File: config.mk
export PLATFORM = sky130hd
export DESIGN_NAME = pitch_to_note_converter_flat
export DESIGN_NICKNAME = d
export VERILOG_FILES = /design/src/hdl/p2n_pkg.sv /design/src/hdl/p2n_in_if.sv /design/src/hdl/p2n_out_if.sv /design/src/hdl/p2n_ctrl.sv /design/src/hdl/p2n_dp.sv /design/src/hdl/pitch_to_note_converter.sv /design/src/flat_wrapper.sv
export SDC_FILE = /design/constraint.sdc
export NUM_CORES = 1
export LEC_CHECK = 0
export ABC_CLOCK_PERIOD_IN_PS = 12000
export BUFFER_PORTS_ARGS = -buffer_cell sky130_fd_sc_hd__buf_2
export CORE_MARGIN = 1.5
export CORE_UTILIZATION = 55
export CTS_BUF_LIST = sky130_fd_sc_hd__clkbuf_2
export DETAILED_ROUTE_END_ITERATION = 10
export HOLD_SLACK_MARGIN = 0.03
export PLACE_DENSITY = 0.83
export SYNTH_ARGS = -nofsm -noshare
export SYNTH_HDL_FRONTEND = slang
export SYNTH_SLANG_ARGS = --single-unit
File: constraint.sdc
create_clock -name i_clk -period 12 [get_ports i_clk]
set_input_delay 1.2 -clock i_clk [delete_from_list [all_inputs] [get_ports i_clk]]
set_output_delay 1.2 -clock i_clk [all_outputs]
set_load 0.01 [all_outputs]
File: src/hdl/p2n_pkg.sv
// Package: constants, command/status structs for the pitch-to-note converter.
`default_nettype none
package p2n_pkg;

    localparam int PITCH_W  = 16;
    localparam int NOTE_W   = 7;
    localparam int FINE_W   = 7;
    localparam int NOTE_O_W = 9;
    localparam int FINE_O_W = 8;

    localparam int OCT_W    = 4;
    localparam int CURVE_W  = 14;
    localparam int MUL_W    = 13;
    localparam int SHIFT    = 12;
    localparam int SPAN_W   = CURVE_W + 15;
    localparam int STEP_W   = 5;
    localparam int INC_W    = SPAN_W - STEP_W;
    localparam int SEG_W    = 6;
    localparam int IDX_W    = SEG_W + STEP_W;
    localparam int BPOS_W   = 3;

    localparam logic [CURVE_W-1:0] CURVE_START = 14'h1000;
    localparam logic [MUL_W-1:0]   CURVE_MUL   = 13'h103B;
    localparam logic [CURVE_W-1:0] CURVE_FIRST = 14'h103B;
    localparam logic [SEG_W-1:0]   SEG_LAST    = 6'd47;
    localparam logic [IDX_W-1:0]   NO_MATCH    = 11'h600;
    localparam logic [BPOS_W-1:0]  BPOS_TOP    = 3'd4;
    localparam logic [NOTE_O_W-1:0] OCT_NOTES  = 9'd12;
    localparam logic [NOTE_O_W-1:0] NOTE_BIAS  = 9'd144;

    typedef struct packed {
        logic load;
        logic seg_adv;
        logic step_adv;
        logic out_load;
    } t_p2n_cmd;

    typedef struct packed {
        logic seg_hit;
        logic seg_last;
        logic step_last;
    } t_p2n_sts;

endpackage
`default_nettype wire

File: src/hdl/p2n_in_if.sv
// Interface: input channel carrying pitch word and center note/fine.
`default_nettype none
interface p2n_in_if;
    logic       valid;
    logic       ready;
    logic [15:0] pitch_word;
    logic [6:0]  center_note;
    logic [6:0]  center_fine;

    modport source (output valid, output pitch_word, output center_note,
                    output center_fine, input ready);
    modport sink   (input valid, input pitch_word, input center_note,
                    input center_fine, output ready);
endinterface
`default_nettype wire

File: src/hdl/p2n_out_if.sv
// Interface: output channel carrying the note and fine result.
`default_nettype none
interface p2n_out_if;
    logic              valid;
    logic              ready;
    logic signed [8:0] note_out;
    logic [7:0]        fine_out;

    modport source (output valid, output note_out, output fine_out, input ready);
    modport sink   (input valid, input note_out, input fine_out, output ready);
endinterface
`default_nettype wire

File: src/hdl/p2n_ctrl.sv
// Controller: sequences the segment scan, the step search and the result beat.
`default_nettype none
module p2n_ctrl
    import p2n_pkg::*;
(
    input  wire logic     i_clk,
    input  wire logic     i_rst_n,
    input  wire logic     i_in_valid,
    output logic          o_in_ready,
    input  wire logic     i_out_ready,
    output logic          o_out_valid,
    input  wire t_p2n_sts i_sts,
    output t_p2n_cmd      o_cmd
);

    typedef enum logic [3:0] {
        S_IDLE = 4'b0001,
        S_SEG  = 4'b0010,
        S_STEP = 4'b0100,
        S_DONE = 4'b1000
    } t_state;

    t_state r_state, n_state;
    logic   r_out_valid, n_out_valid;

    always_comb begin
        n_state = r_state;
        o_cmd   = '0;
        case (r_state)
            S_IDLE: begin
                if (i_in_valid) begin
                    o_cmd.load = 1'b1;
                    n_state    = S_SEG;
                end
            end
            S_SEG: begin
                o_cmd.seg_adv = 1'b1;
                if (i_sts.seg_hit) begin
                    n_state = S_STEP;
                end else if (i_sts.seg_last) begin
                    n_state = S_DONE;
                end
            end
            S_STEP: begin
                o_cmd.step_adv = 1'b1;
                if (i_sts.step_last) begin
                    n_state = S_DONE;
                end
            end
            S_DONE: begin
                // hold until the output register is free
                if (!r_out_valid || i_out_ready) begin
                    o_cmd.out_load = 1'b1;
                    n_state        = S_IDLE;
                end
            end
            default: begin
                n_state = S_IDLE;
            end
        endcase
    end

    always_comb begin
        n_out_valid = r_out_valid;
        if (o_cmd.out_load) begin
            n_out_valid = 1'b1;
        end else if (i_out_ready) begin
            n_out_valid = 1'b0;
        end
    end

    always_ff @(posedge i_clk) begin
        if (!i_rst_n) begin
            r_state     <= S_IDLE;
            r_out_valid <= 1'b0;
        end else begin
            r_state     <= n_state;
            r_out_valid <= n_out_valid;
        end
    end

    assign o_in_ready  = (r_state == S_IDLE);
    assign o_out_valid = r_out_valid;

endmodule
`default_nettype wire

File: src/hdl/p2n_dp.sv
// Datapath: octave encoder, curve multiplier, segment bounds and step search.
`default_nettype none
module p2n_dp
    import p2n_pkg::*;
(
    input  wire logic                 i_clk,
    input  wire t_p2n_cmd             i_cmd,
    output t_p2n_sts                  o_sts,
    input  wire logic [PITCH_W-1:0]   i_pitch_word,
    input  wire logic [NOTE_W-1:0]    i_center_note,
    input  wire logic [FINE_W-1:0]    i_center_fine,
    output logic signed [NOTE_O_W-1:0] o_note_out,
    output logic [FINE_O_W-1:0]       o_fine_out
);

    logic [PITCH_W-1:0]  r_pitch;
    logic [NOTE_W-1:0]   r_cnote;
    logic [FINE_W-1:0]   r_cfine;
    logic [OCT_W-1:0]    r_oct;
    logic [CURVE_W-1:0]  r_cur;
    logic [CURVE_W-1:0]  r_nxt;
    logic [SEG_W-1:0]    r_seg;
    logic [SPAN_W-1:0]   r_base;
    logic [INC_W-1:0]    r_inc;
    logic [STEP_W-1:0]   r_st;
    logic [BPOS_W-1:0]   r_bpos;
    logic                r_hit;
    logic [NOTE_O_W-1:0] r_note;
    logic [FINE_O_W-1:0] r_fine;

    logic [OCT_W-1:0]          w_oct;
    logic [CURVE_W+MUL_W-1:0]  w_prod;
    logic [SPAN_W-1:0]         w_base;
    logic [SPAN_W-1:0]         w_top;
    logic [INC_W-1:0]          w_inc;
    logic [SPAN_W-1:0]         w_end;
    logic [STEP_W-1:0]         w_cand;
    logic [SPAN_W-1:0]         w_off;
    logic [SPAN_W-1:0]         w_lo;
    logic [PITCH_W:0]          w_pitch_x;
    logic                      w_cand_ok;
    logic [IDX_W-1:0]          w_idx;
    logic [NOTE_O_W-1:0]       w_note;
    logic [FINE_O_W-1:0]       w_fine;

    // octave: position of the highest set bit, zero for a zero pitch
    always_comb begin
        w_oct = '0;
        for (int b = 0; b < PITCH_W; b++) begin
            if (i_pitch_word[b]) begin
                w_oct = OCT_W'(b);
            end
        end
    end

    assign w_pitch_x = {1'b0, r_pitch};

    // segment bounds from the two registered curve points
    assign w_prod  = (CURVE_W + MUL_W)'(r_nxt) * (CURVE_W + MUL_W)'(CURVE_MUL);
    assign w_base  = SPAN_W'(r_cur) << r_oct;
    assign w_top   = SPAN_W'(r_nxt) << r_oct;
    assign w_inc   = INC_W'((w_top - w_base) >> STEP_W);
    assign w_end   = w_base + {w_inc, {STEP_W{1'b0}}};

    assign o_sts.seg_hit   = (w_pitch_x >= w_base[SPAN_W-1:SHIFT])
                          && (w_pitch_x <  w_end[SPAN_W-1:SHIFT]);
    assign o_sts.seg_last  = (r_seg == SEG_LAST);
    assign o_sts.step_last = (r_bpos == '0);

    // binary search for the largest step whose lower bound is at most the pitch
    assign w_cand    = r_st | (STEP_W'(1) << r_bpos);
    assign w_off     = SPAN_W'(w_cand) * SPAN_W'(r_inc);
    assign w_lo      = r_base + w_off;
    assign w_cand_ok = (w_lo[SPAN_W-1:SHIFT] <= w_pitch_x);

    assign w_idx  = r_hit ? {r_seg, r_st} : NO_MATCH;
    assign w_note = NOTE_O_W'(r_cnote) + NOTE_O_W'(w_idx[IDX_W-1:7])
                  + NOTE_O_W'(r_oct) * OCT_NOTES - NOTE_BIAS;
    assign w_fine = FINE_O_W'(r_cfine) + FINE_O_W'(w_idx[6:0]);

    always_ff @(posedge i_clk) begin
        if (i_cmd.load) begin
            r_pitch <= i_pitch_word;
            r_cnote <= i_center_note;
            r_cfine <= i_center_fine;
            r_oct   <= w_oct;
            r_cur   <= CURVE_START;
            r_nxt   <= CURVE_FIRST;
            r_seg   <= '0;
            r_st    <= '0;
            r_bpos  <= BPOS_TOP;
            r_hit   <= 1'b0;
        end
        if (i_cmd.seg_adv) begin
            if (o_sts.seg_hit) begin
                r_base <= w_base;
                r_inc  <= w_inc;
                r_hit  <= 1'b1;
            end else begin
                // advance to the next segment of the curve
                r_cur <= r_nxt;
                r_nxt <= w_prod[SHIFT+CURVE_W-1:SHIFT];
                r_seg <= r_seg + SEG_W'(1);
            end
        end
        if (i_cmd.step_adv) begin
            if (w_cand_ok) begin
                r_st <= w_cand;
            end
            r_bpos <= r_bpos - BPOS_W'(1);
        end
        if (i_cmd.out_load) begin
            r_note <= w_note;
            r_fine <= w_fine;
        end
    end

    assign o_note_out = $signed(r_note);
    assign o_fine_out = r_fine;

endmodule
`default_nettype wire

File: src/hdl/pitch_to_note_converter.sv
// Pitch word to note number and fine offset: one item at a time.
// Sequence: the segment scan walks the curve segments (up to 48) with its 13x14
// curve multiplier, a binary step search runs when a segment holds the pitch,
// then the output register loads once the previous result has been taken.
// A new pitch is accepted only when the controller is back in idle.
// Reset (synchronous, active low) returns the controller to idle, output empty.
`default_nettype none
module pitch_to_note_converter
    import p2n_pkg::*;
(
    input  wire logic i_clk,
    input  wire logic i_rst_n,
    p2n_in_if.sink    i_in,
    p2n_out_if.source o_out
);

    t_p2n_cmd w_cmd;
    t_p2n_sts w_sts;

    p2n_ctrl u_ctrl (
        .i_clk       (i_clk),
        .i_rst_n     (i_rst_n),
        .i_in_valid  (i_in.valid),
        .o_in_ready  (i_in.ready),
        .i_out_ready (o_out.ready),
        .o_out_valid (o_out.valid),
        .i_sts       (w_sts),
        .o_cmd       (w_cmd)
    );

    p2n_dp u_dp (
        .i_clk         (i_clk),
        .i_cmd         (w_cmd),
        .o_sts         (w_sts),
        .i_pitch_word  (i_in.pitch_word),
        .i_center_note (i_in.center_note),
        .i_center_fine (i_in.center_fine),
        .o_note_out    (o_out.note_out),
        .o_fine_out    (o_out.fine_out)
    );

    a_busy_after_beat: assert property (@(posedge i_clk) disable iff (!i_rst_n)
        (i_in.valid && i_in.ready) |=> !i_in.ready)
        else $error("input accepted while a pitch is in flight");

    a_one_cmd: assert property (@(posedge i_clk) disable iff (!i_rst_n)
        $onehot0({w_cmd.load, w_cmd.seg_adv, w_cmd.step_adv, w_cmd.out_load}))
        else $error("controller issued more than one command");

    a_out_loaded: assert property (@(posedge i_clk) disable iff (!i_rst_n)
        w_cmd.out_load |=> o_out.valid)
        else $error("result loaded but not presented");

    a_fine_range: assert property (@(posedge i_clk) disable iff (!i_rst_n)
        o_out.valid |-> (o_out.fine_out != 8'hFF))
        else $error("fine offset out of range");

endmodule
`default_nettype wire

File: src/flat_wrapper.sv
// flat-port wrapper written by rule: the top's interface ports become plain ports
module pitch_to_note_converter_flat import p2n_pkg::*;
  (i_clk, i_rst_n, i_in_valid, i_in_pitch_word, i_in_center_note, i_in_center_fine, i_in_ready, o_out_valid, o_out_note_out, o_out_fine_out, o_out_ready);
  p2n_in_if i_in_i ();
  p2n_out_if o_out_i ();
  input  wire logic i_clk;
  input  wire logic i_rst_n;
  input wire logic [$bits(i_in_i.valid)-1:0] i_in_valid;
  input wire logic [$bits(i_in_i.pitch_word)-1:0] i_in_pitch_word;
  input wire logic [$bits(i_in_i.center_note)-1:0] i_in_center_note;
  input wire logic [$bits(i_in_i.center_fine)-1:0] i_in_center_fine;
  output wire logic [$bits(i_in_i.ready)-1:0] i_in_ready;
  output wire logic [$bits(o_out_i.valid)-1:0] o_out_valid;
  output wire logic [$bits(o_out_i.note_out)-1:0] o_out_note_out;
  output wire logic [$bits(o_out_i.fine_out)-1:0] o_out_fine_out;
  input wire logic [$bits(o_out_i.ready)-1:0] o_out_ready;
  assign i_in_i.valid = i_in_valid;
  assign i_in_i.pitch_word = i_in_pitch_word;
  assign i_in_i.center_note = i_in_center_note;
  assign i_in_i.center_fine = i_in_center_fine;
  assign i_in_ready = i_in_i.ready;
  assign o_out_valid = o_out_i.valid;
  assign o_out_note_out = o_out_i.note_out;
  assign o_out_fine_out = o_out_i.fine_out;
  assign o_out_i.ready = o_out_ready;
  pitch_to_note_converter u_core (.i_clk(i_clk), .i_rst_n(i_rst_n), .i_in(i_in_i), .o_out(o_out_i));
endmodule
# After elaboration in Yosys (flattened, before gate mapping)
# Cells that the tools add are included.
# W data, S select, Z words.
[word_totals]
in_bits = 34
wordCells = 104
out_inout_bits = 19
reg_bits = 152
[op_classes]
order_cmp = 3
n_addsub = 9
bitwise = 1
n_reduce_logical = 11
eq_ne = 9
n_mul = 3
shift = 3
muxes = 46
[ops]
columns = ["op", "n"]
rows = [
  ["$mux W14", 6],
  ["$add A29 B29 Y29", 2],
  ["$shl A14 B4 Y29", 2],
  ["$mux W4", 10],
  ["$mul A5 B24 Y29", 1],
  ["$sub A29 B29 Y29", 1],
  ["$mul A14 B13 Y26 const B", 1],
  ["$mux W3", 6],
  ["$mux W6", 3],
  ["$ge A16 B17 Y1", 1],
  ["$le A17 B16 Y1", 1],
  ["$lt A16 B17 Y1", 1],
  ["$pmux W4 S4", 1],
  ["$mux W5", 3],
  ["$mux W1", 13],
  ["$mux W11", 1],
  ["$add A8 B8 Y9", 1],
  ["$sub A9 B8 Y9 const B", 1],
  ["$add A7 B4 Y8", 1],
  ["$add A7 B7 Y8", 1],
  ["$reduce_or A8 Y1", 1],
  ["$add A6 B1 Y6 const B", 1],
  ["$eq A6 B6 Y1 const B", 1],
  ["$mul A4 B2 Y6 const B", 1],
  ["other kinds (19)", 24],
]

# Longest topological paths before layout
# Gate-level depths: netlist (run 1).
[depth]
word_depth = 14
ltp_mapped = 44

# Hierarchy
# From an unflattened synthesis (run 1), not the netlist that was laid out.
[hier_totals]
hier_cells = 1876
area_unflattened_um2 = 17269.1
[modules_own_cells]
columns = ["module", "seq_area_each_um2", "instances", "cells_per_inst", "area_per_inst_um2"]
rows = [
  ["p2n_dp", 4013.8, 1, 1836, 16902.5],
  ["p2n_ctrl", 100.1, 1, 40, 366.6],
]

# Worst setup path after synthesis (run 1)
# OpenSTA, ideal clock, no wires.
[synth_timing]
kind = "register to register"
from = "reg u_core.u_dp.r_oct[0]"
to = "reg u_core.u_dp.r_base[0] (enable)"
period_less_slack_ns = 8.355
setup_ns = 0.418
n_path_buf = 3
arrival_time_ns = 7.937
stages_incl_launch_ff = 39
path_slack_ns = 3.645
t_required_ns = 11.582
cell_sequence = "edfxtp_1 -> buf_6 -> buf_1 -> clkbuf_1 -> mux2i_1 -> a21oi_1 -> a21oi_1 -> nor2_1 -> ha_1 -> a211oi_1 -> nor2_1 -> nor2_1 -> and2_1 -> nor2b_1 -> a211o_1 -> a21oi_1 -> nor2b_1 -> nor2_1 -> (+3 left out) -> o21a_1 -> o21a_1 -> o21a_1 -> a41o_1 -> nand2b_1 -> nand2_1 -> a21oi_1 -> o21bai_1 -> a21oi_1 -> xor2_1 -> ha_1 -> nand3_1 -> nor2_1 -> o221ai_1 -> nor2_1 -> a2111oi_0 -> or3b_1 -> and3_1"
[synth_via]
elab_chain_cells = 6
elab_cells_between_ends = 8
cone_classes = "add/sub: 2; order compare: 2; shift: 2; reduce/logical: 2"
[synth_rtl]
columns = ["item", "line_no", "rtl"]
rows = [
  ["from (decl)", "p2n_dp.sv:19", "logic [OCT_W-1:0] r_oct;"],
  ["from (signal assigned)", "p2n_dp.sv:86", "r_oct <= w_oct;"],
  ["$shl A14 B4 Y29, on equally long branches", "p2n_dp.sv:61, p2n_dp.sv:60", ""],
  ["$sub A29 B29 Y29 *", "p2n_dp.sv:62", "assign w_inc = INC_W'((w_top - w_base) >> STEP_W);"],
  ["via u_core.u_dp.w_inc[9]", "p2n_dp.sv:35", "logic [INC_W-1:0] w_inc;"],
  ["$add A29 B29 Y29 *", "p2n_dp.sv:63", "assign w_end = w_base + {w_inc, {STEP_W{1'b0}}};"],
  ["$lt A16 B17 Y1 *", "p2n_dp.sv:66", "&& (w_pitch_x < w_end[SPAN_W-1:SHIFT]);"],
  ["$logic_and A1 B1 Y1 *", "p2n_dp.sv:66", ""],
  ["$reduce_and A2 Y1 (no line) *", "n/a", ""],
  ["to (signal assigned)", "p2n_dp.sv:96", "r_base <= w_base;"],
  ["to (decl)", "p2n_dp.sv:23", "logic [SPAN_W-1:0] r_base;"],
]
# The timed path passes the listed nets; every way through them passes the cells marked *.
# A chain may end at the register's enable or synchronous reset.

# Worst setup path after layout (run 1)
[layout_timing]
from = "reg u_core.u_dp.r_oct[2]"
to = "reg u_core.u_dp.r_base[13] (enable)"
# Same word-level chain as after synthesis.

==> metrics, run 1 <==
R2R Path Start u_core.u_dp.r_oct[2]; FP Rows 63; Yosys reg bits 152; FFs w/ async S/R, synth 0%; Worst-Margin Slew 1.06 ns; wire length per cell 17.3 µm; cell taking the most area after synthesis edfxtp_1; Sink Count 152; headroom to the max-slew limit 29.6%; clk slew on worst S/H paths 0.31 ns; hold slack 0.504 ns; Syn Nets 2228; worst-path fanout max 55; Die Width 178 µm; DRC viols 0; Finish-stage setup viols 0; dominant synthesized flop cell edfxtp_1; Port Buf Inserts 52; Mapped Area 16900 µm²; NetSw 1.32 mW; status complete, no violations; Final ANT Viol Nets 0; post-CTS setup buffers 0; Mapped Cells 1816; fin cells 2251; Leak 8.57 nW; Placer Congestion 0.910; layout cells sized above 1 6.67%; reg-to-reg endpoint u_core.u_dp.r_base[13]; grt met1 use 32.5%; clock buffer depth 2; internal power 1.48 mW; sequential cell area 4110 µm²; Area Overhead vs Synth 5.04%; Synth cell types 74; Hold Vio Cnt, Final 0; total CTS buffers 17; Critical-path top delay cell inv_1; hold buffers post-CTS 0; crit path to u_core.u_dp.r_base[13]; First-pass DRT Iterations 5; # IOs 53; switch share 47.1%; Clk pwr share 11.4%; max-cap violation count 0; GRT Total Usage 25.3%; Pwr Total 2.80 mW; FF-to-FF path depth 35; top-count cell post-synth inv_1; Area contributors post-synth edfxtp_1 19%, ha_1 18%, fa_1 16%, inv_1 6.6%, dfxtp_1 5.3%; Critical Path Max Stage Delay 0.87 ns; Worst Setup SP u_core.u_dp.r_oct[2]; Clock Skew 0.0579 ns; H-tree levels 4; Setup CP Type reg -> reg; Top cell by count, worst path o21ai_0; global-route wire length before repair 63400 µm; Initial DRC Count 906; peak supply drop 0.287 mV; final net count 2259; initial core utilization 56.4%; register share of total power 24.7%; Seq/Total Area, Yosys 24.3%; Combinational Power Share 63.9%; placed cell count 2218; syn_area_per_cell 9.30 µm²; Ys Warns 0; Commonest cells post-synth 298 x inv_1, 241 x ha_1, 185 x nand2_1; core footprint 30000 µm²; Critical Path Sink Type flop; pwr dens 158 nW/µm²; DRT Wirelength 38800 µm; fmax 0.110 GHz; die area 31800 µm²; met2 Track Usage GR 44.1%; pin count of the biggest net entering global routing 60; met3 GRT Util 3.32%; min-delay worst type in -> reg; Multi-input gate area 11500 µm²; Worst-Skew Late Latency 0.84 ns; DIE HEIGHT 178 µm; crit path time final 9.13 ns; Critical Path RT 12.46 ns; worst path arrival time 9.59 ns; initial antenna violation count 1; vias per cell 5.74; Period Utilization, post-route 76.1%; pre-CTS worst setup slack 3.04 ns; Setup TNS 0 ns; post_cts resized 0; # fillers 2501; flop2flop setup slack 2.87 ns; CTS root buf clkbuf_2; hold_sp i_in_center_note[4]; dpl hpwl 31700 µm; TritonCTS clock tree yes; total grt overflow 0; GRT Max-Usage Layer met2; Slew Viols, Final 0; EDFF count, synth 107; Startpoint Class flop; area share of the largest cell type after synthesis 19.0%; final worst slack 2.87 ns; vias in the first global route 13.2k; RSZ-0062 raised after global routing false; via count 12.9k
[state kept, by name, summed over array words and instances, names as in the netlist, 7 cells and up]
name / count
u_core.u_dp.r_base: 29
u_core.u_dp.r_inc: 24
u_core.u_dp.r_pitch: 16
u_core.u_dp.r_cur: 14
u_core.u_dp.r_nxt: 14
u_core.u_dp.o_note_out: 9
u_core.u_dp.o_fine_out: 8
u_core.u_dp.r_cfine: 7
u_core.u_dp.r_cnote: 7
[power by group through the flow]
stage | clock, mW | combinational [mW] | sequential [mW]
floorplan | 0 | 1.37 | 0.679
global placement | 0 | 1.70 | 0.700
detailed placement | 0 | 1.77 | 0.702
CTS | 0.321 | 1.79 | 0.690
global route | 0.339 | 2.04 | 0.696
finish | 0.319 | 1.79 | 0.691
[worst max-delay path: cells and delay by family (launching register included)]
| kind | cells | cell delay (ns) |
|---|---|---|
| AOI/OAI and AO/OA | 14 | 2.70 |
| DFF | 1 | 0.81 |
| adders and majority gates | 3 | 0.91 |
| xor gates and xnor gates | 1 | 0.21 |
| buffers and inverters | 2 | 1.41 |
| and+or+nand+nor | 15 | 2.66 |
[how the worst min path moves through the flow]
stage	end	slack, ns	depth (start not counted)
floorplan	u_core.u_dp.r_cur[1]	0.45	2
global placement	u_core.u_dp.r_seg[5]	0.46	1
detailed placement	u_core.u_dp.r_cur[1]	0.48	2
CTS	u_core.u_dp.r_cnote[4]	0.48	1
global route	u_core.u_dp.r_cnote[5]	0.46	1
finish	u_core.u_dp.r_cnote[4]	0.50	1
[final cells by class]
cell class / count / area share, %
Multi-Input combinational cell: 1318 / 64.5
Sequential cell: 152 / 23.2
Inverter: 299 / 6.32
Tap cell: 390 / 2.75
Timing Repair Buffer: 59 / 1.76
Clock inverter: 15 / 0.952
Clock buffer: 17 / 0.479
Antenna cell: 1 / 0.0141
[cell usage in the layout (no fill, tap or decap), types with 15 or more instances in the layout]
cell type,count
a21o_1,41
a21oi_1,85
and2_1,83
buf_2,52
clkbuf_2,17
dfxtp_1,45
edfxtp_1,107
fa_1,137
ha_1,241
inv_1,297
mux2i_1,27
nand2_1,185
nand2b_1,15
nand3_1,20
nand4_1,17
nor2_1,95
nor2b_1,28
nor3_1,33
o21a_1,38
o21ai_0,69
xnor2_1,45
xor2_1,19
[kinds of logic (layout without fill, tap and decap cells)]
group | after synthesis | in the layout | synth area share [%]
other | 0 | 1 | 0
AND/OR/NAND/NOR | 516 | 516 | 14.8
XOR/XNOR | 64 | 64 | 3.32
buffers and inverters | 346 | 390 | 7.87
adder cells (fa/ha/maj) | 378 | 378 | 34.1
multiplexers | 41 | 41 | 3.27
flip-flops | 152 | 152 | 24.3
AO/OA/AOI/OAI | 319 | 319 | 12.3
[layer usage]
layer / vias to the layer above / routed length, µm
li1: 6180 / -
met1: 6272 / 16900
met2: 372 / 19100
met3: 86 / 1830
met4: 0 / 960
met5: - / 0
[per-stage QoR]
| stage | cell area, µm² | util [%] |
|---|---|---|
| 2_1_floorplan | 16900 | - |
| 3_3_place_gp | 17500 | 58.4 |
| 3_5_place_dp | 17500 | 58.4 |
| 4_1_cts | 17700 | 59.2 |
| 5_1_grt | 17700 | 59.2 |
| 6_report | 17700 | 59.2 |
Power figures use the tool's default switching activity.
==> run 2: changes to the inputs <==
ABC_AREA = 1   (was unset)
ABC_CLOCK_PERIOD_IN_PS = 9200   (was 12000)
clock period = 9.2 ns   (was 12 ns; I/O delays follow)
==> run 2 against run 1 <==
- hold slack got worse by 0.23 ns
- die area increased by 3.4%
- first-iteration DRC count increased by 50%
- global-route usage increased by 2.8 points
- flip-flop and latch count unchanged
- combinational power increased by 130%
- count of clock-buffer cells in the layout unchanged
- area after synthesis increased by 3.4%
- maximum frequency increased by 16%
- sequential share of layout area decreased by 0.81 points
- synthesized cell count increased by 17%
- via count increased by 10%
==> metrics, run 2 <==
hold buffers post-CTS 0 (unchanged); Area contributors post-synth edfxtp_1 18%, ha_1 17%, fa_1 16%, inv_1 9.0%, nand2_1 8.0%; Synth cell types 53 (-28%); initial core utilization 55.7% (-0.75 points); die area 32800 µm² (+3.4%); Worst-Skew Late Latency 0.79 ns (-0.05 ns); DRC viols 0 (unchanged); Period Utilization, post-route 85.7% (+9.6 points); cell taking the most area after synthesis edfxtp_1; max-cap violation count 0 (unchanged); pre-CTS worst setup slack 1.47 ns (-1.57 ns); clock buffer depth 2 (unchanged); area share of the largest cell type after synthesis 18.4% (-0.63 points); status complete, no violations; Clock Skew 0.0534 ns (-0.00449 ns); Critical Path Sink Type flop; Critical-path top delay cell edfxtp_1; DIE HEIGHT 181 µm (+1.7%); FFs w/ async S/R, synth 0% (unchanged); top-count cell post-synth inv_1; flop2flop setup slack 1.32 ns (-1.55 ns); Largest Register u_core.u_dp.r_base; dominant synthesized flop cell edfxtp_1; initial antenna violation count 4 (+3); pwr dens 307 nW/µm² (+95%); # IOs 53 (unchanged); global-route wire length before repair 72500 µm (+14%); TritonCTS clock tree yes; Initial DRC Count 1356 (+50%); Setup TNS 0 ns (unchanged); headroom to the max-slew limit 28.8% (-0.77 points); Slew Viols, Final 0 (unchanged); Mapped Cells 2123 (+17%); Final ANT Viol Nets 0 (unchanged); FP Rows 65 (+3.2%); placed cell count 2544 (+15%); Hold Vio Cnt, Final 0 (unchanged); layout cells sized above 1 7.68% (+1.0 points); Area Overhead vs Synth 5.26%; Setup CP Type reg -> reg; worst-path fanout max 56 (+1.8%); DRT Wirelength 44700 µm (+15%); Port Buf Inserts 52 (unchanged); Ys Warns 0 (unchanged); Critical Path RT 9.90 ns (-2.56 ns); crit path time final 7.88 ns (-1.25 ns); vias in the first global route 14.4k (+9.0%); # fillers 2711 (+8.4%); Yosys reg bits 152 (unchanged); Startpoint Class flop; GRT Total Usage 28.0% (+2.8 points); First-pass DRT Iterations 6 (+1); EDFF count, synth 107 (unchanged); peak supply drop 0.760 mV (+160%); worst path arrival time 8.58 ns (-1.01 ns); total grt overflow 0 (unchanged); RSZ-0062 raised after global routing false; clk slew on worst S/H paths 0.27 ns (-0.04 ns); most frequent cells in the layout 418 x inv_1, 372 x nand2_1, 241 x ha_1; Seq/Total Area, Yosys 23.5% (-0.80 points); min-delay worst type in -> reg; Die Width 181 µm (+1.7%); Leak 9.30 nW (+8.5%); wire length per cell 17.3 µm (+0.36%); most common cell after layout, fill and taps aside inv_1; post-CTS setup buffers 0 (unchanged); fmax 0.127 GHz (+16%); final net count 2573 (+14%); H-tree levels 4 (unchanged); Sink Count 152 (unchanged); Placer Congestion 0.948 (+4.3%); core footprint 31400 µm² (+4.8%); fin cells 2580 (+15%); Worst-Margin Slew 1.06 ns (+0.00777 ns); post_cts resized 0 (unchanged); Syn Nets 2535 (+14%); pin count of the biggest net entering global routing 57 (-5.0%); dpl hpwl 37000 µm (+17%); CP bufs+invs 3 (+1); total CTS buffers 17 (unchanged); Critical Path Max Stage Delay 0.84 ns (-0.03 ns); biggest regs u_core.u_dp.r_base (29), u_core.u_dp.r_inc (24), u_core.u_dp.r_pitch (16); vias per cell 5.53 (-3.6%); Largest delay share family, worst path compound AO/OA/AOI/OAI gates; Finish-stage setup viols 0 (unchanged); Top cell by count, worst path nand2_1; syn_area_per_cell 8.23 µm² (-12%); CTS root buf clkbuf_2; Commonest cells post-synth 419 x inv_1, 373 x nand2_1, 241 x ha_1; final worst slack 1.32 ns (-1.55 ns); number of flip-flops in the largest register 29 (unchanged); via count 14.3k (+10%); Mapped Area 17500 µm² (+3.4%)
-- run 2: cell families after synthesis --
family | after synthesis | share of synthesized area, %
buffers and inverters | 470 | 10.6
and+or+nand+nor | 684 | 16.7
muxes | 11 | 0.630
adders and majority gates | 378 | 33.0
xor gates and xnor gates | 82 | 4.11
DFF | 152 | 23.5
AOI/OAI and AO/OA | 346 | 11.4
-- run 2: final timing paths --
kind	start	endpoint	cells after the start
worst min register to register	u_core.u_dp.r_st[2]	u_core.u_dp.r_st[2]	2
worst max register to register	u_core.u_dp.r_oct[0]	u_core.u_dp.r_nxt[3]	37
worst max-delay path	u_core.u_dp.r_oct[0]	u_core.u_dp.r_nxt[3]	37
worst min-delay path	i_in_center_note[0]	u_core.u_dp.r_cnote[0]	1
-- run 2: report_power, final --
part | switching (mW) | total [mW] | internal (mW)
clock | 0.283 | 0.476 | 0.192
sequential | 0.121 | 0.998 | 0.877
combinational | 2.61 | 4.17 | 1.56
total | 3.01 | 5.64 | 2.63
-- run 2: metrics by stage --
step	total power, mW	util [%]	area (µm²)	hold slack (ns)
final	5.64	58.6	18400	0.271
after global routing	6.29	58.6	18400	0.216
after CTS	5.62	58.6	18400	0.215
after detailed placement	5.12	57.6	18100	0.477
after global placement	4.93	57.6	18100	0.470
after floorplan	4.08	-	17500	0.444
-- run 2: per-layer routing --
metal / GRT usage, % / routed length, µm
met5: 0 / 0
met4: 12.6 / 2140
met3: 3.67 / 2860
met2: 47.2 / 20800
met1: 36.1 / 18900
-- run 2: area by class of cell --
cell class | instances | area, µm² | share of cell area (%)
Sequential cell | 152 | 4110 | 22.4
Antenna cell | 4 | 10.0 | 0.0544
Tap cell | 402 | 503 | 2.73
Timing Repair Buffer | 62 | 335 | 1.82
Multi-Input combinational cell | 1501 | 11500 | 62.6
Clock buffer | 17 | 85.1 | 0.463
Inverter | 427 | 1600 | 8.71
Clock inverter | 15 | 223 | 1.21
==> run 3: changes to the inputs <==
ABC_AREA = unset   (was 1)
==> run 3 against run 2 <==
- sequential share of layout area rose by 0.64 points
- power shrank 35%
- final area down 2.8%
- non-clock buffer count is 9 higher
- first-iteration DRC count decreased by 41%
- cell count is 12% lower
- worst setup slack got worse by 0.43 ns
- global-route usage decreased by 1.9 points
- combinational power down 44%
- largest cell class unchanged
- maximum frequency is 5.2% lower
- register-to-register slack lost 0.43 ns
- core utilization increased by 1.1 points
==> metrics, run 3 (synthesis results as in run 1) <==
vias in the first global route 13.3k (-7.5%); most frequent cells in the layout 297 x inv_1, 241 x ha_1, 185 x nand2_1; First-pass DRT Iterations 8 (+2); pin count of the biggest net entering global routing 60 (+5.3%); post_cts resized 0 (unchanged); dpl cell area 17500 µm² (-2.9%); Slew Viols, Final 0 (unchanged); register share of total power 24.6% (+6.9 points); fmax 0.120 GHz (-5.2%); flop2flop setup slack 0.89 ns (-0.43 ns); total grt overflow 0 (unchanged); Largest Register u_core.u_dp.r_base; # fillers 2530 (-6.7%); wire length per cell 17.5 µm (+0.99%); Setup CP Type reg -> reg; Critical-path top delay cell dfxtp_1; vias per cell 5.75 (+4.0%); clock buffer depth 2 (unchanged); Finish-stage setup viols 0 (unchanged); most common cell after layout, fill and taps aside inv_1; H-tree levels 4 (unchanged); Setup TNS 0 ns (unchanged); core footprint 30000 µm² (-4.6%); headroom to the max-slew limit 31.7% (+2.9 points); Die Width 178 µm (-1.6%); Worst-Skew Late Latency 0.80 ns (about the same); number of flip-flops in the largest register 29 (unchanged); hold_sp i_in_center_fine[5]; switch share 47.1% (-6.3 points); Clock Skew 0.0683 ns (+0.0149 ns); DRC viols 0 (unchanged); Final ANT Viol Nets 0 (unchanged); FP Rows 63 (-3.1%); Clk pwr share 11.9% (+3.5 points); Pwr Total 3.68 mW (-35%); final net count 2271 (-12%); Critical Path Max Stage Delay 0.67 ns (-0.17 ns); Placer Congestion 0.949 (about the same); hold buffers post-CTS 0 (unchanged); FF-to-FF path depth 37 (unchanged); max-cap violation count 0 (unchanged); Initial DRC Count 795 (-41%); Leak 8.64 nW (-7.0%); NetSw 1.73 mW (-42%); pwr dens 206 nW/µm² (-33%); Top cell by count, worst path o21ai_0; Combinational Power Share 63.6% (-10 points); Area Overhead vs Synth 5.82%; Critical Path RT 9.90 ns (about the same); Critical Path Sink Type flop; Endpoint, Worst Hold u_core.u_dp.r_cfine[5]; status complete, no violations; total CTS buffers 17 (unchanged); layout cells sized above 1 7.26% (-0.42 points); CTS root buf clkbuf_2; Sink Count 152 (unchanged); # IOs 53 (unchanged); RSZ-0062 raised after global routing false; R2R Path Start u_core.u_dp.r_nxt[13]; GRT Total Usage 26.2% (-1.9 points); initial antenna violation count 1 (-3); worst-path fanout max 59 (+5.4%); peak supply drop 0.411 mV (-46%); TritonCTS clock tree yes; die area 31800 µm² (-3.3%); Period Utilization, post-route 90.3% (+4.7 points); reg-to-reg endpoint u_core.u_ctrl.r_state[3]; Hold Vio Cnt, Final 0 (unchanged); via count 13.0k (-8.7%); post-CTS setup buffers 0 (unchanged); hold slack 0.273 ns (+0.00136 ns); internal power 1.94 mW (-26%); worst path arrival time 9.01 ns (+0.43 ns); global-route wire length before repair 65700 µm (-9.4%); DIE HEIGHT 178 µm (-1.6%); dpl hpwl 32400 µm (-13%); Hold Path Depth 1 (unchanged); crit path time final 8.31 ns (+0.429 ns); Port Buf Inserts 52 (unchanged); biggest regs u_core.u_dp.r_base (29), u_core.u_dp.r_inc (24), u_core.u_dp.r_pitch (16); Finished Cell Area 17900 µm² (-2.8%); Startpoint Class flop; initial core utilization 56.4% (+0.75 points); Worst-Margin Slew 1.02 ns (-0.0405 ns); min-delay worst type in -> reg; DRT Wirelength 39600 µm (-11%); clk slew on worst S/H paths 0.31 ns (+0.04 ns)
## run 3: stage by stage
stage                     std cells  utilization, %  worst slack [ns]
after floorplan                1816               -             0.845
after detailed placement       2223            58.6             0.821
after global routing           2263            59.7             0.175
after global placement         2223            58.6              1.07
final                          2264            59.7             0.890
after CTS                      2255            59.5             0.779
## run 3: worst max-delay path, delay by kind of cell, from the launching register on
family,cells,cell delay [ns]
AOI/OAI and AO/OA,17,3.46
xor gates and xnor gates,1,0.09
adders and majority gates,3,0.94
buffers and inverters,2,0.70
DFF,1,0.67
and+or+nand+nor,14,2.33
## run 3: how the worst max path moves through the flow
| stage | from | end | depth (start not counted) | slack [ns] |
|---|---|---|---|---|
| 2_1_floorplan | u_core.u_dp.r_oct[0] | u_core.u_dp.r_base[0] | 38 | 0.84 |
| 3_3_place_gp | u_core.u_dp.r_oct[0] | u_core.u_ctrl.r_state[3] | 41 | 1.07 |
| 3_5_place_dp | u_core.u_dp.r_oct[0] | u_core.u_ctrl.r_state[3] | 40 | 0.82 |
| 4_1_cts | u_core.u_dp.r_oct[0] | u_core.u_ctrl.r_state[3] | 39 | 0.78 |
| 5_1_grt | u_core.u_dp.r_nxt[13] | u_core.u_ctrl.r_state[3] | 38 | 0.17 |
| 6_report | u_core.u_dp.r_nxt[13] | u_core.u_ctrl.r_state[3] | 37 | 0.89 |
## run 3: area by class of cell
type	instances	area, µm²	area share, %
inverters	299	1120	6.28
repair buffers	71	415	2.32
clock buffers	17	85.1	0.476
well taps	390	488	2.73
flip-flops and latches	152	4110	23.0
diodes	2	5.00	0.0280
multi-input cells	1318	11500	64.1
clock inverters	15	196	1.10
## run 3: power groups by stage
stage / registers, mW / logic (mW) / clock network [mW]
3_3_place_gp: 0.915 / 2.22 / 0
3_5_place_dp: 0.917 / 2.32 / 0
5_1_grt: 0.910 / 2.68 / 0.467
6_report: 0.903 / 2.34 / 0.437
2_1_floorplan: 0.885 / 1.79 / 0
4_1_cts: 0.902 / 2.34 / 0.445
## run 3: per-layer routing
metal	part of all wire, %	up-vias	track usage [%]
met5	0	-	0
li1	-	6214	-
met4	3.0	0	9.03
met2	47	383	43.9
met3	4.8	85	2.47
met1	45	6329	35.6
